## config.mk

```make
export PLATFORM = sky130hd
export DESIGN_NAME = periodic_event_timer_table
export DESIGN_NICKNAME = d
export VERILOG_FILES = /design/src/rtl/pett_pkg.sv /design/src/rtl/periodic_event_timer_table.sv /design/src/rtl/pett_mem.sv
export SDC_FILE = /design/constraint.sdc
export NUM_CORES = 1
export LEC_CHECK = 0
export BUFFER_PORTS_ARGS = -buffer_cell sky130_fd_sc_hd__buf_2
export CORE_MARGIN = 2
export CORE_UTILIZATION = 30
export DETAILED_ROUTE_END_ITERATION = 10
export GPL_TIMING_DRIVEN = 0
export MAX_ROUTING_LAYER = met4
export SKIP_LAST_GASP = 1
export SLEW_MARGIN = 30
export SYNTH_ARGS = -nofsm -noshare
export SYNTH_HDL_FRONTEND = slang
export SYNTH_SLANG_ARGS = --single-unit
```

## constraint.sdc

```tcl
create_clock -name clk -period 8.87 [get_ports clk]
set_clock_uncertainty 0.05 [all_clocks]
set_input_delay 1.774 -clock clk [delete_from_list [all_inputs] [get_ports clk]]
set_output_delay 1.774 -clock clk [all_outputs]
set_load 0.02 [all_outputs]
```

## src/rtl/pett_pkg.sv

```systemverilog
// Shared types and codes for the periodic event timer table.
// Holds the slot entry layout, function and status codes and sizing constants.
// No dependencies.
`timescale 1ns / 1ps
`default_nettype none

package pett_pkg;

  localparam int SLOTS_DEF = 8;
  localparam int MAX_OUT   = 8;
  localparam int CNT_W     = $clog2(MAX_OUT + 1);

  localparam logic [1:0] FN_TICK    = 2'd0;
  localparam logic [1:0] FN_ADD     = 2'd1;
  localparam logic [1:0] FN_DELETE  = 2'd2;
  localparam logic [1:0] FN_SERVICE = 2'd3;

  localparam logic [1:0] ST_DONE     = 2'd0;
  localparam logic [1:0] ST_REJECTED = 2'd1;
  localparam logic [1:0] ST_FIRED    = 2'd2;
  localparam logic [1:0] ST_NONE     = 2'd3;

  typedef struct packed {
    logic [7:0]  tag;
    logic [15:0] delay;
    logic [15:0] period;
    logic [7:0]  pending;
  } entry_t;

endpackage

`default_nettype wire

```

## src/rtl/periodic_event_timer_table.sv

```systemverilog
// Top level of the periodic event timer table: command sequencer and slot walk.
// Depends on pett_pkg and pett_mem.
//
// Usage: present a command on the in_ ports and raise start; it is taken at a
// rising edge where start is high and busy is low. Each result appears on the
// out_ ports for one cycle with out_valid high; out_last marks the final result
// of a command. The receiver cannot stall, so results are never held.
// Command handling:
//   delete, or add with a zero tag: result in the cycle after the transfer, busy
//   stays low, so one command per cycle.
//   add: walks the occupied flags one slot a cycle until it finds a free slot.
//   tick and service: walk every slot through the slot store, one slot a cycle,
//   reading each slot (registered read data) and writing back the ones that change,
//   then a flush state before busy drops; service results stream out during the walk.
// Occupied flags live in flip-flops and gate the store's contents, so reset
// empties the table at once with no clearing pass.
`timescale 1ns / 1ps
`default_nettype none

module periodic_event_timer_table #(
  parameter int SLOTS = pett_pkg::SLOTS_DEF
) (
  input  wire logic        clk,
  input  wire logic        rst_n,
  input  wire logic        start,
  output logic             busy,
  input  wire logic [1:0]  in_func,
  input  wire logic [2:0]  in_slot,
  input  wire logic [7:0]  in_event_tag,
  input  wire logic [15:0] in_delay_ticks,
  input  wire logic [15:0] in_period_ticks,
  output logic             out_valid,
  output logic [1:0]       out_status,
  output logic [2:0]       out_result_slot,
  output logic [7:0]       out_fired_tag,
  output logic             out_last
);

  localparam int IW = (SLOTS > 1) ? $clog2(SLOTS) : 1;
  localparam logic [IW-1:0] LAST_IDX = IW'(SLOTS - 1);

  localparam logic [1:0] S_IDLE  = 2'd0;
  localparam logic [1:0] S_ADD   = 2'd1;
  localparam logic [1:0] S_WALK  = 2'd2;
  localparam logic [1:0] S_FLUSH = 2'd3;

  logic [1:0]               state_r, state_nxt;
  logic [1:0]               func_r, func_nxt;
  logic [7:0]               tag_r, tag_nxt;
  logic [15:0]              dly_r, dly_nxt;
  logic [15:0]              per_r, per_nxt;
  logic [SLOTS-1:0]         used_r, used_nxt;
  logic [IW-1:0]            ra_r, ra_nxt;
  logic                     issue_r, issue_nxt;
  logic                     dv_r, dv_nxt;
  logic [IW-1:0]            di_r, di_nxt;
  logic                     bufv_r, bufv_nxt;
  logic [IW-1:0]            bufi_r, bufi_nxt;
  logic [7:0]               buft_r, buft_nxt;
  logic [pett_pkg::CNT_W-1:0] cnt_r, cnt_nxt;

  logic       ov_r, ov_nxt;
  logic [1:0] ost_r, ost_nxt;
  logic [2:0] osl_r, osl_nxt;
  logic [7:0] otag_r, otag_nxt;
  logic       olast_r, olast_nxt;

  logic             mem_we;
  logic [IW-1:0]    mem_waddr;
  pett_pkg::entry_t mem_wdata;
  logic             mem_ren;
  pett_pkg::entry_t mem_rdata;

  logic             cur_used;
  logic [7:0]       cur_pend;
  logic [IW-1:0]    del_idx;
  logic             accept;

  pett_mem #(
    .DEPTH(SLOTS),
    .AW   (IW)
  ) u_mem (
    .clk  (clk),
    .we   (mem_we),
    .waddr(mem_waddr),
    .wdata(mem_wdata),
    .ren  (mem_ren),
    .raddr(ra_r),
    .rdata(mem_rdata)
  );

  function automatic logic [2:0] slot3(input logic [IW-1:0] idx);
    logic [31:0] w;
    w = 32'(idx);
    return w[2:0];
  endfunction

  assign busy    = (state_r != S_IDLE);
  assign accept  = start && !busy;
  assign mem_ren = (state_r == S_WALK) && issue_r;
  assign cur_used = used_r[di_r];
  assign cur_pend = cur_used ? mem_rdata.pending : 8'd0;
  assign del_idx  = IW'(in_slot);

  always_comb begin
    state_nxt = state_r;
    func_nxt  = func_r;
    tag_nxt   = tag_r;
    dly_nxt   = dly_r;
    per_nxt   = per_r;
    used_nxt  = used_r;
    ra_nxt    = ra_r;
    issue_nxt = issue_r;
    dv_nxt    = 1'b0;
    di_nxt    = ra_r;
    bufv_nxt  = bufv_r;
    bufi_nxt  = bufi_r;
    buft_nxt  = buft_r;
    cnt_nxt   = cnt_r;
    ov_nxt    = 1'b0;
    ost_nxt   = ost_r;
    osl_nxt   = osl_r;
    otag_nxt  = otag_r;
    olast_nxt = olast_r;
    mem_we    = 1'b0;
    mem_waddr = ra_r;
    mem_wdata = mem_rdata;

    case (state_r)
      S_IDLE: begin
        if (accept) begin
          func_nxt = in_func;
          tag_nxt  = in_event_tag;
          dly_nxt  = in_delay_ticks;
          per_nxt  = in_period_ticks;
          ra_nxt   = '0;
          case (in_func)
            pett_pkg::FN_DELETE: begin
              if (32'(in_slot) < SLOTS) begin
                used_nxt[del_idx] = 1'b0;
              end
              ov_nxt    = 1'b1;
              ost_nxt   = pett_pkg::ST_DONE;
              osl_nxt   = in_slot;
              otag_nxt  = 8'd0;
              olast_nxt = 1'b1;
            end
            pett_pkg::FN_ADD: begin
              if (in_event_tag == 8'd0) begin
                ov_nxt    = 1'b1;
                ost_nxt   = pett_pkg::ST_REJECTED;
                osl_nxt   = 3'd0;
                otag_nxt  = 8'd0;
                olast_nxt = 1'b1;
              end else begin
                state_nxt = S_ADD;
              end
            end
            default: begin
              state_nxt = S_WALK;
              issue_nxt = 1'b1;
              bufv_nxt  = 1'b0;
              cnt_nxt   = '0;
            end
          endcase
        end
      end

      S_ADD: begin
        if (!used_r[ra_r]) begin
          used_nxt[ra_r]    = 1'b1;
          mem_we            = 1'b1;
          mem_wdata.tag     = tag_r;
          mem_wdata.delay   = dly_r;
          mem_wdata.period  = per_r;
          mem_wdata.pending = 8'd0;
          ov_nxt    = 1'b1;
          ost_nxt   = pett_pkg::ST_DONE;
          osl_nxt   = slot3(ra_r);
          otag_nxt  = tag_r;
          olast_nxt = 1'b1;
          state_nxt = S_IDLE;
        end else if (ra_r == LAST_IDX) begin
          ov_nxt    = 1'b1;
          ost_nxt   = pett_pkg::ST_REJECTED;
          osl_nxt   = 3'd0;
          otag_nxt  = 8'd0;
          olast_nxt = 1'b1;
          state_nxt = S_IDLE;
        end else begin
          ra_nxt = ra_r + 1'b1;
        end
      end

      S_WALK: begin
        // issue reads one slot a cycle
        if (issue_r) begin
          dv_nxt = 1'b1;
          di_nxt = ra_r;
          if (ra_r == LAST_IDX) begin
            issue_nxt = 1'b0;
          end else begin
            ra_nxt = ra_r + 1'b1;
          end
        end
        // modify and write back the slot whose data has arrived
        if (dv_r) begin
          mem_waddr = di_r;
          if (func_r == pett_pkg::FN_TICK) begin
            if (cur_used) begin
              mem_we = 1'b1;
              if (mem_rdata.delay == 16'd0) begin
                if (mem_rdata.pending != 8'hFF) begin
                  mem_wdata.pending = mem_rdata.pending + 8'd1;
                end
                if (mem_rdata.period != 16'd0) begin
                  mem_wdata.delay = mem_rdata.period;
                end
              end else begin
                mem_wdata.delay = mem_rdata.delay - 16'd1;
              end
            end
          end else if (cur_pend != 8'd0 && 32'(cnt_r) < pett_pkg::MAX_OUT) begin
            mem_we            = 1'b1;
            mem_wdata.pending = cur_pend - 8'd1;
            if (mem_rdata.period == 16'd0) begin
              used_nxt[di_r] = 1'b0;
            end
            if (bufv_r) begin
              ov_nxt    = 1'b1;
              ost_nxt   = pett_pkg::ST_FIRED;
              osl_nxt   = slot3(bufi_r);
              otag_nxt  = buft_r;
              olast_nxt = 1'b0;
            end
            bufv_nxt = 1'b1;
            bufi_nxt = di_r;
            buft_nxt = mem_rdata.tag;
            cnt_nxt  = cnt_r + 1'b1;
          end
          if (di_r == LAST_IDX) begin
            state_nxt = S_FLUSH;
          end
        end
      end

      S_FLUSH: begin
        ov_nxt    = 1'b1;
        olast_nxt = 1'b1;
        state_nxt = S_IDLE;
        if (func_r == pett_pkg::FN_TICK) begin
          ost_nxt  = pett_pkg::ST_DONE;
          osl_nxt  = 3'd0;
          otag_nxt = 8'd0;
        end else if (bufv_r) begin
          ost_nxt  = pett_pkg::ST_FIRED;
          osl_nxt  = slot3(bufi_r);
          otag_nxt = buft_r;
        end else begin
          ost_nxt  = pett_pkg::ST_NONE;
          osl_nxt  = 3'd0;
          otag_nxt = 8'd0;
        end
      end

      default: begin
        state_nxt = S_IDLE;
      end
    endcase
  end

  always_ff @(posedge clk) begin
    if (!rst_n) begin
      state_r <= S_IDLE;
      used_r  <= '0;
      issue_r <= 1'b0;
      dv_r    <= 1'b0;
      bufv_r  <= 1'b0;
      ov_r    <= 1'b0;
    end else begin
      state_r <= state_nxt;
      used_r  <= used_nxt;
      issue_r <= issue_nxt;
      dv_r    <= dv_nxt;
      bufv_r  <= bufv_nxt;
      ov_r    <= ov_nxt;
    end
  end

  always_ff @(posedge clk) begin
    func_r  <= func_nxt;
    tag_r   <= tag_nxt;
    dly_r   <= dly_nxt;
    per_r   <= per_nxt;
    ra_r    <= ra_nxt;
    di_r    <= di_nxt;
    bufi_r  <= bufi_nxt;
    buft_r  <= buft_nxt;
    cnt_r   <= cnt_nxt;
    ost_r   <= ost_nxt;
    osl_r   <= osl_nxt;
    otag_r  <= otag_nxt;
    olast_r <= olast_nxt;
  end

  assign out_valid       = ov_r;
  assign out_status      = ost_r;
  assign out_result_slot = osl_r;
  assign out_fired_tag   = otag_r;
  assign out_last        = olast_r;

endmodule

`default_nettype wire

```

## src/rtl/pett_mem.sv

```systemverilog
// Slot store: one write port, one read port with registered read data.
// Depends on pett_pkg for the entry layout.
`timescale 1ns / 1ps
`default_nettype none

module pett_mem #(
  parameter int DEPTH = pett_pkg::SLOTS_DEF,
  parameter int AW    = (DEPTH > 1) ? $clog2(DEPTH) : 1
) (
  input  wire logic             clk,
  input  wire logic             we,
  input  wire logic [AW-1:0]    waddr,
  input  wire pett_pkg::entry_t wdata,
  input  wire logic             ren,
  input  wire logic [AW-1:0]    raddr,
  output pett_pkg::entry_t      rdata
);

  pett_pkg::entry_t mem [DEPTH];
  pett_pkg::entry_t rdata_r;

  always_ff @(posedge clk) begin
    if (we) begin
      mem[waddr] <= wdata;
    end
  end

  always_ff @(posedge clk) begin
    if (ren) begin
      rdata_r <= mem[raddr];
    end
  end

  assign rdata = rdata_r;

endmodule

`default_nettype wire

```

Word-level counts from Yosys, hierarchy flattened
Memories as Yosys holds them, arrays and structs flattened. A register that Yosys moved wholly into a read port is not among the register bits.
Index checks and enable logic that the tools add are counted.
Storage, ports and cells
  bits in writable memories: 384
  register bits: 91
  output and inout port bits: 16
  logic and storage cells: 222
  input port bits: 48
  memories: 1
Operators by class
  eq/ne operators: 25
  muxes and demuxes: 132
  reductions and logical operators: 27
  bitwise gates (word level): 6
  add/sub/neg operators: 5
  $lt $le $gt $ge: 7
Memory list
  u_mem.mem: depth 8, bits a word 48, read ports 1, clocked after Yosys merged registers in 1, write ports 1, line pett_mem.sv:19  | pett_pkg::entry_t mem [DEPTH];
Operators with widths (count)
  $mux 8: 25
  $mux 16: 6
  $mux 3: 16
  $mux 48: 1
  $mux 1: 39
  $logic_not 16->1: 2
  $pmux 16 s2: 1
  $pmux 8 s2: 2
  $pmux 8 s4: 1
  $mux 2: 15
  $pmux 8 s3: 1
  $mux 4: 5
  $ne 2x2->1 const B: 9
  $and 8x8->8: 2
  $not 8->8: 2
  $pmux 2 s4: 2
  $reduce_and 8->1: 2
  $reduce_bool 16->1: 1
  $sub 16x1->16 const B: 1
  $lt 3x4->1 const B: 3
  $pmux 3 s4: 1
  $reduce_and 6->1: 2
  $pmux 1 s2: 5
  $demux 1 s3: 3
  other kinds (32): 55

Depth between registers and ports, before layout
Gate-level depths: netlist (run 1).
  depth in word-level cells: 11
  gate-level depth with buffers: 13
  gate-level depth less buffers: 11

Hierarchy
From an unflattened synthesis (run 1), not the netlist that was laid out.
Unflattened totals
  cells, all modules: 1220
  area total of the unflattened synthesis: 21944.8 um^2
By module, submodules not included
  pett_mem: area an instance 16100.4 um^2, seq. area each 12972.4 um^2, instances 1, cells each 616
  periodic_event_timer_table: area an instance 5844.4 um^2, seq. area each 2562.5 um^2, instances 1, cells each 604

Worst setup path after synthesis (run 1)
Ideal clock, no wire load.
  kind: flip-flop to flip-flop
  from: reg di_r[2]
  to: mem u_mem.mem[1][0] (netlist bit), enable pin
  path buffers: 1
  stages on the path, launching flop included: 11
  data required time: 8.366 ns
  data arrival time: 4.095 ns
  library setup time: 0.454 ns
  path slack: 4.271 ns
  clock period less this slack: 4.599 ns
  cell sequence: dfxtp_1 or2_2 o22ai_1 clkbuf_1 or2_2 nand2_1 ha_1 nor2_1 or4_1 a32oi_1 nor2_1
Between the ends
  word-level cells in the longest chain between the ends: 11
  elaborated cells between the ends (all ways): 14
  those cells by class: mux: 12; reduce/logical: 2
RTL lines
  start: declaration: line periodic_event_timer_table.sv:56  | logic [IW-1:0] di_r, di_nxt;
  start signal: assignment: line periodic_event_timer_table.sv:296  | di_r <= di_nxt;
  $bmux 1 s3: line periodic_event_timer_table.sv:101  | assign cur_used = used_r[di_r];
  $mux 1 (not written as such): line periodic_event_timer_table.sv:101
  $mux 8: line periodic_event_timer_table.sv:102  | assign cur_pend = cur_used ? mem_rdata.pending : 8'd0;
  $reduce_bool 8->1: line periodic_event_timer_table.sv:223  | end else if (cur_pend != 8'd0 && 32'(cnt_r) < pett_pkg::MAX_OUT) begin
  $logic_and 1x1->1: line periodic_event_timer_table.sv:223
  $mux 1: line periodic_event_timer_table.sv:223
  $mux 1: line periodic_event_timer_table.sv:209  | if (func_r == pett_pkg::FN_TICK) begin
  $mux 1: line periodic_event_timer_table.sv:207  | if (dv_r) begin
  $pmux 1 s2: line periodic_event_timer_table.sv:129  | case (state_r)
  $mux 1: line pett_mem.sv:23  | if (we) begin
  $mux 1 (not written as such): line pett_mem.sv:24  | mem[waddr] <= wdata;
  end: declaration: line pett_mem.sv:19
Parallel ways exist; a longest one is shown, timed or not. The select of a mux whose other input is x is not followed.

Worst setup path in the final report (run 1)
  from: reg di_r[2]
  to: reg otag_r[6] (netlist: out_fired_tag[6]), enable pin
Between the ends
  word-level cells in the longest chain between the ends: 7
RTL lines
  $bmux 1 s3: line periodic_event_timer_table.sv:101
  $mux 1 (not written as such): line periodic_event_timer_table.sv:101
  $mux 8: line periodic_event_timer_table.sv:102
  $reduce_bool 8->1: line periodic_event_timer_table.sv:223
  $logic_and 1x1->1: line periodic_event_timer_table.sv:223
  $ne 2x1->1 (no line)
  $reduce_and 8->1 (no line)
  end signal: assignment: line periodic_event_timer_table.sv:302  | otag_r <= otag_nxt;
  end: declaration: line periodic_event_timer_table.sv:65  | logic [7:0] otag_r, otag_nxt;
Every way passes these cells. The select of a mux whose other input is x is not followed.
A chain may end at the register's enable or synchronous reset.

==> impl_metrics.tcl, run 1 <==
set metrics [dict create \
    status "finished clean" \
    vias_per_cell 5.57 \
    timing.rr.end "out_fired_tag[6]" \
    antenna_left 0 \
    ctsRootBufferMaster "clkbuf_16" \
    clockPowerShare_pct 30.0 \
    rsz0062_at_grt "false" \
    vias 13600 \
    syn_nets 1425 \
    grt_antenna_before_repair 0 \
    fp.coreArea_um2 68500 \
    clk_pin_slew_ps 60 \
    grt_pass1_vias 13100 \
    r2r_setup_slack_ps 4400 \
    async_flop_share_pct 0 \
    first_iter_violations 1945 \
    cts_hold_buf 0 \
    clockBufferDepth 3 \
    synth.distinct_cells 66 \
    port_buffers 62 \
    hpwlAfterDp_um 42200 \
    drv_slew 0 \
    die_h_um 267 \
    setup_viol 0 \
    path_depth 13 \
    n_fill_cell 6464 \
    ys_seq_area_share_pct 75.0 \
    peakVddDrop_mv 0.151 \
    fmax_mhz 224 \
    track_usage_pct 17.9 \
    grt_max_degree 30 \
    fin_cells 2434 \
    insertedDiodeCount 0 \
    startpoint_type "flip-flop" \
    syn-cell-area_um2 20700 \
    wl_um 62400 \
    tns_ps 0 \
    start_util_pct 30.3 \
    crit_end "out_fired_tag[6]" \
    p_int_mw 4.67 \
    crit_top_cell "or2_2" \
    finalCritPeriodShare_pct 50.4 \
    worstSkewPairLatency_ps 610 \
    drv_cap 0 \
    tightest_slew_ps 1080 \
    gp_congestion 0.946 \
    drive_gt1_share_pct 14.6 \
    maxSlewHeadroom_pct 28.3 \
    period_minus_slack_ps 4470 \
    die_width_um 267 \
    slowest_stage "a222oi_1" \
    dp.cells 2342 \
    power_density_nw_per_um2 280 \
    ys_ff_latch 523 \
    grt_pass1_wl_um 90300 \
    cp_data_arrival_time_ps 4720 \
    cts_resized 0 \
    wire_per_inst_um 25.6 \
    p_sw_mw 2.22 \
    first_pass_iters 5 \
    drcViolationCount 0 \
    pwr-share-comb_pct 24.2 \
    hold_viol_final 0 \
    worstReg2RegStart "di_r[2]" \
    area_delta_synth_final_pct 18.8 \
    utilization_pct 35.9 \
    power_leakage_nw 7.72 \
    synth_ff_type "edfxtp_1" \
    cp_top_family "buffers and inverters" \
    avgSynthCellArea_um2 15.2 \
    required_ps 9130 \
    path_cells "or2_2, o22ai_1, clkbuf_1, or2_2, nand2_1, ha_1, nor2_1, or2_2, clkbuf_1, nand3_1, a222oi_1, buf_2, clkdlybuf4s15_2" \
    timing.critical_path.from "di_r[2]" \
    crit_buf_inv 4 \
    synthCells 1363 \
    cp_max_fo 10 \
    cts_tree "yes" \
    die_area_um2 71200 \
    reg2reg_depth 13 \
    grt-ovfl-total 0 \
    synth_edf_count 506 \
    switching_share_pct 32.2 \
    postCtsSetupRepairBufs 0 \
    crit_type "reg2reg" \
    ys_warn_count 0 \
    slowest_delay_ps 630 \
    worst_setup_path_end_kind "flip-flop" \
    io_pins 64 \
    rows 96 \
    numCtsBuffers 52 \
    seqPwrFrac_pct 45.8 \
    cts.sinks 523 \
    hold_path.class "reg2reg" \
    nets 1576 \
    cts.htree.levels 2 \
]
[synthesized netlist by cell type, types with 6 or more instances]
library cell,instances,area (um^2)
a21oi_1,34,170
a22oi_1,211,1580
a31oi_1,11,68.8
and2_1,9,56.3
and3_1,9,56.3
buf_1,6,22.5
clkbuf_1,68,255
dfxtp_1,17,340
edfxtp_1,506,15200
ha_1,14,175
inv_1,24,90.1
mux2_2,17,191
mux2i_1,8,80.1
nand2_1,102,383
nand3_1,22,110
nand4_1,57,357
nor2_1,51,191
nor2b_1,7,43.8
nor3_1,8,40.0
nor4_1,17,106
o211ai_1,8,60.1
o21ai_0,43,215
o21ai_1,6,30.0
o22ai_1,7,43.8
or2_2,6,37.5
xnor2_1,6,52.6
[through the flow]
step / hold WS [ps] / instance area (um^2) / setup WS (ps) / total power, mW
3_3_place_gp: 353 / 22100 / 591 / 4.78
3_5_place_dp: 360 / 23000 / 4090 / 4.84
6_report: 379 / 24600 / 4400 / 6.89
4_1_cts: 384 / 24600 / 4340 / 6.90
2_1_floorplan: 319 / 20700 / 4270 / 4.10
5_1_grt: 396 / 24600 / 4010 / 7.14
[power by group through the flow]
stage	Clock (mW)	Sequential, mW	Combinational [mW]
CTS	2.10	3.16	1.65
global route	2.20	3.16	1.78
floorplan	0	3.20	0.906
finish	2.07	3.15	1.67
global placement	0	3.21	1.56
detailed placement	0	3.21	1.64
[layout by cell type, fill, tap and decap left out, types with 5 or more instances in the layout]
cell type and n:
nor3_1 8, nand4_1 57, clkinv_1 10, o21ai_0 43, nand2_1 102, o41ai_1 5
ha_1 14, nor4_1 14, a221o_1 5, clkinv_2 7, buf_2 70, nor2b_1 7
inv_1 24, clkbuf_1 74, and3_1 9, a21o_1 5, a31oi_1 11, clkbuf_16 52
dfxtp_1 17, nor2_1 42, buf_16 26, and2_1 8, a21oi_1 34, mux2_2 17
edfxtp_1 506, buf_1 5, xnor2_1 6, mux2i_1 8, o22ai_1 7, o211ai_1 8
a2bb2oi_1 5, clkbuf_2 8, o21ai_1 6, or2_2 6, nand3_1 22, nor2_4 10
a22oi_1 211
[metal layers]
layer / global-route usage (%) / routed length [um]
met3: 2.56 / 4990
met5: - / 0
met1: 25.4 / 27700
met2: 26.9 / 28100
met4: 4.87 / 1570
[flip-flops by register name, indices dropped and copies added (netlist names), 3 cells and up]
name / count
bufi_r: 3
buft_r: 8
cnt_r: 4
di_r: 3
dly_r: 16
out_fired_tag: 8
out_result_slot: 3
per_r: 16
ra_r: 3
tag_r: 8
u_mem.mem: 384
u_mem.rdata: 48
used_r: 8
[logic make-up (layout without fill, tap and decap cells)]
group | Yosys count | in the layout | share of synthesized area [%]
flip-flops | 523 | 523 | 75.0
AO/OA/AOI/OAI | 381 | 381 | 13.1
AND/OR/NAND/NOR | 309 | 309 | 7.49
buffers and inverters | 104 | 293 | 1.95
multiplexers | 25 | 25 | 1.31
adder cells (fa/ha/maj) | 14 | 14 | 0.846
XOR/XNOR | 7 | 7 | 0.296
[worst min-delay path by stage]
stage / start / end / slack, ps / cells past startpoint
floorplan: ra_r[2] / di_r[2] / 320 / 0
global placement: ra_r[1] / di_r[1] / 350 / 0
detailed placement: ra_r[2] / di_r[2] / 360 / 0
CTS: di_r[0] / bufi_r[0] / 380 / 0
global route: di_r[0] / bufi_r[0] / 400 / 0
finish: di_r[0] / bufi_r[0] / 380 / 0
[cell type report]
class | instances | area (um^2) | share of cell area, %
Sequential cell | 523 | 15500 | 63.1
Multi-Input combinational cell | 736 | 4880 | 19.8
Clock buffer | 66 | 1350 | 5.50
Timing Repair Buffer | 97 | 1110 | 4.53
Tap cell | 882 | 1100 | 4.48
Buffer | 80 | 325 | 1.32
Clock inverter | 26 | 211 | 0.859
Inverter | 24 | 90.1 | 0.366
[worst reg2reg max path, stage by stage, from the launching register on]
cell	delay, ps
dfxtp_1	340
or2_2	360
o22ai_1	320
clkbuf_1	380
or2_2	240
nand2_1	90
ha_1	260
nor2_1	300
or2_2	170
clkbuf_1	350
nand3_1	130
a222oi_1	630
buf_2	300
clkdlybuf4s15_2	270
Note: power is estimated with default switching activity, not from simulation.
==> inputs of run 2 (changes only) <==
- clock period: 8.87 -> 3.9 ns (I/O delays scaled with it)
==> impl_metrics.tcl, run 2 (synthesis gave the netlist of run 1 again) <==
set metrics [dict create \
    grt_max_degree 36 \
    drive_gt1_share_pct 16.6 \
    reg2reg_depth 15 \
    layout_commonest_cell "edfxtp_1" \
    gp_congestion 0.948 \
    cts_hold_buf 0 \
    n_fill_cell 6401 \
    status "finished clean" \
    setup_viol 0 \
    die_width_um 267 \
    hold_path.class "in2reg" \
    nets 1579 \
    start_util_pct 30.3 \
    worst_setup_path_end_kind "flip-flop" \
    worstSkewPairLatency_ps 630 \
    cp_data_arrival_time_ps 4070 \
    cts.htree.levels 2 \
    drcViolationCount 0 \
    area_delta_synth_final_pct 20.2 \
    maxSlewHeadroom_pct 26.7 \
    grt_pass1_vias 13200 \
    drv_slew 0 \
    rows 96 \
    fmax_mhz 267 \
    mostFrequentLayoutCells "edfxtp_1, a22oi_1, nand2_1" \
    largest_reg_flops 384 \
    finalCritPeriodShare_pct 96.1 \
    vias 13500 \
    port_buffers 62 \
    grt_pass1_wl_um 90300 \
    first_iter_violations 1710 \
    clockBufferDepth 3 \
    numCtsBuffers 51 \
    ctsRootBufferMaster "clkbuf_16" \
    rsz0062_at_grt "false" \
    cts.sinks 523 \
    top_register "u_mem.mem" \
    wire_per_inst_um 25.6 \
    die_area_um2 71200 \
    fin_ws_ps 152 \
    peakVddDrop_mv 0.400 \
    hold_viol_final 0 \
    power_density_nw_per_um2 645 \
    wl_um 62500 \
    crit_type "reg2reg" \
    fp.coreArea_um2 68500 \
    tightest_slew_ps 1100 \
    period_minus_slack_ps 3750 \
    drv_cap 0 \
    regArea_um2 15500 \
    cts_tree "yes" \
    required_ps 4230 \
    vias_per_cell 5.53 \
    clk_pin_slew_ps 60 \
    power_leakage_nw 7.87 \
    die_h_um 267 \
    multi_input_area_um2 4940 \
    startpoint_type "flip-flop" \
    track_usage_pct 18.0 \
    preCtsSetupSlack_ps -543 \
    hold_slack_ps 279 \
    hold_depth 1 \
    hpwlAfterDp_um 42400 \
    first_pass_iters 6 \
    cp_max_fo 11 \
    io_pins 64 \
    antenna_left 0 \
    grt_antenna_before_repair 1 \
    grt-ovfl-total 0 \
]
## run 2: changes by cell type in the layout (fill, tap and decap cells not counted), moves of 3 or more
cell | before | now
o21ai_0 | 43 | 39
buf_8 | 1 | 4
clkbuf_1 | 74 | 58
clkbuf_2 | 8 | 16
bufinv_16 | 2 | 6
clkinv_2 | 7 | 13
o21ai_1 | 6 | 10
buf_4 | 3 | 6
## run 2: critical path: stages, from the launching register on
cell and delay [ps]:
dfxtp_1 320, buf_4 190, mux2i_1 220, o22ai_1 140, buf_2 210, or2_2 350, nand2_1 110, ha_1 210
nor2_1 110, or4_4 610, a32oi_4 230, buf_12 160, nor2_4 80, buf_16 170, buf_8 160, buf_16 160
## run 2: routing by layer
layer  GRT usage [%]  vias to the layer above  wire, um
met5               -                        -         0
met4            5.69                        0      1800
met3            4.80                      101      5910
met2            27.0                      663     28300
met1            23.9                     6896     26500
li1                -                     5843         -
## run 2: layout make-up
type	count	area share (%)
diodes	1	0.0101
plain buffers	79	1.36
clock buffers	58	5.23
clock inverters	37	1.67
inverters	24	0.362
multi-input cells	736	19.8
flip-flops and latches	523	62.4
well taps	882	4.43
repair buffers	102	4.69
## run 2: metrics by stage
step	setup TNS (ps)	area, um^2	std cells	util [%]	power [mW]
after floorplan	-232180	20700	1363	-	9.33
after global placement	-1493530	22100	2307	32.3	10.9
after detailed placement	-117100	23000	2340	33.6	11.0
after CTS	-557	24800	2438	36.3	16.1
after global routing	0	24900	2441	36.4	16.7
final	0	24900	2442	36.4	16.1
## run 2: path summary, 6_finish.rpt
check	from	end	slack, ps
worst max-delay path	di_r[0]	u_mem.mem[1][35]	150
worst min-delay path	in_delay_ticks[8]	dly_r[8]	280
worst max register to register	di_r[0]	u_mem.mem[1][35]	150
worst min register to register	di_r[0]	bufi_r[0]	380
## run 2: repair_timing
item,in CTS,in global routing
setup buffers,3,3
pin swaps,3,3
gates cloned,0,0
endpoints found under the hold margin,0,0
setup endpoints to repair,452,271
resized for setup,11,15
## run 2: report_power, final
part	internal [mW]	switching, mW	total (mW)
logic	1.08	2.76	3.85
registers	6.99	0.194	7.18
clock network	2.84	2.19	5.03
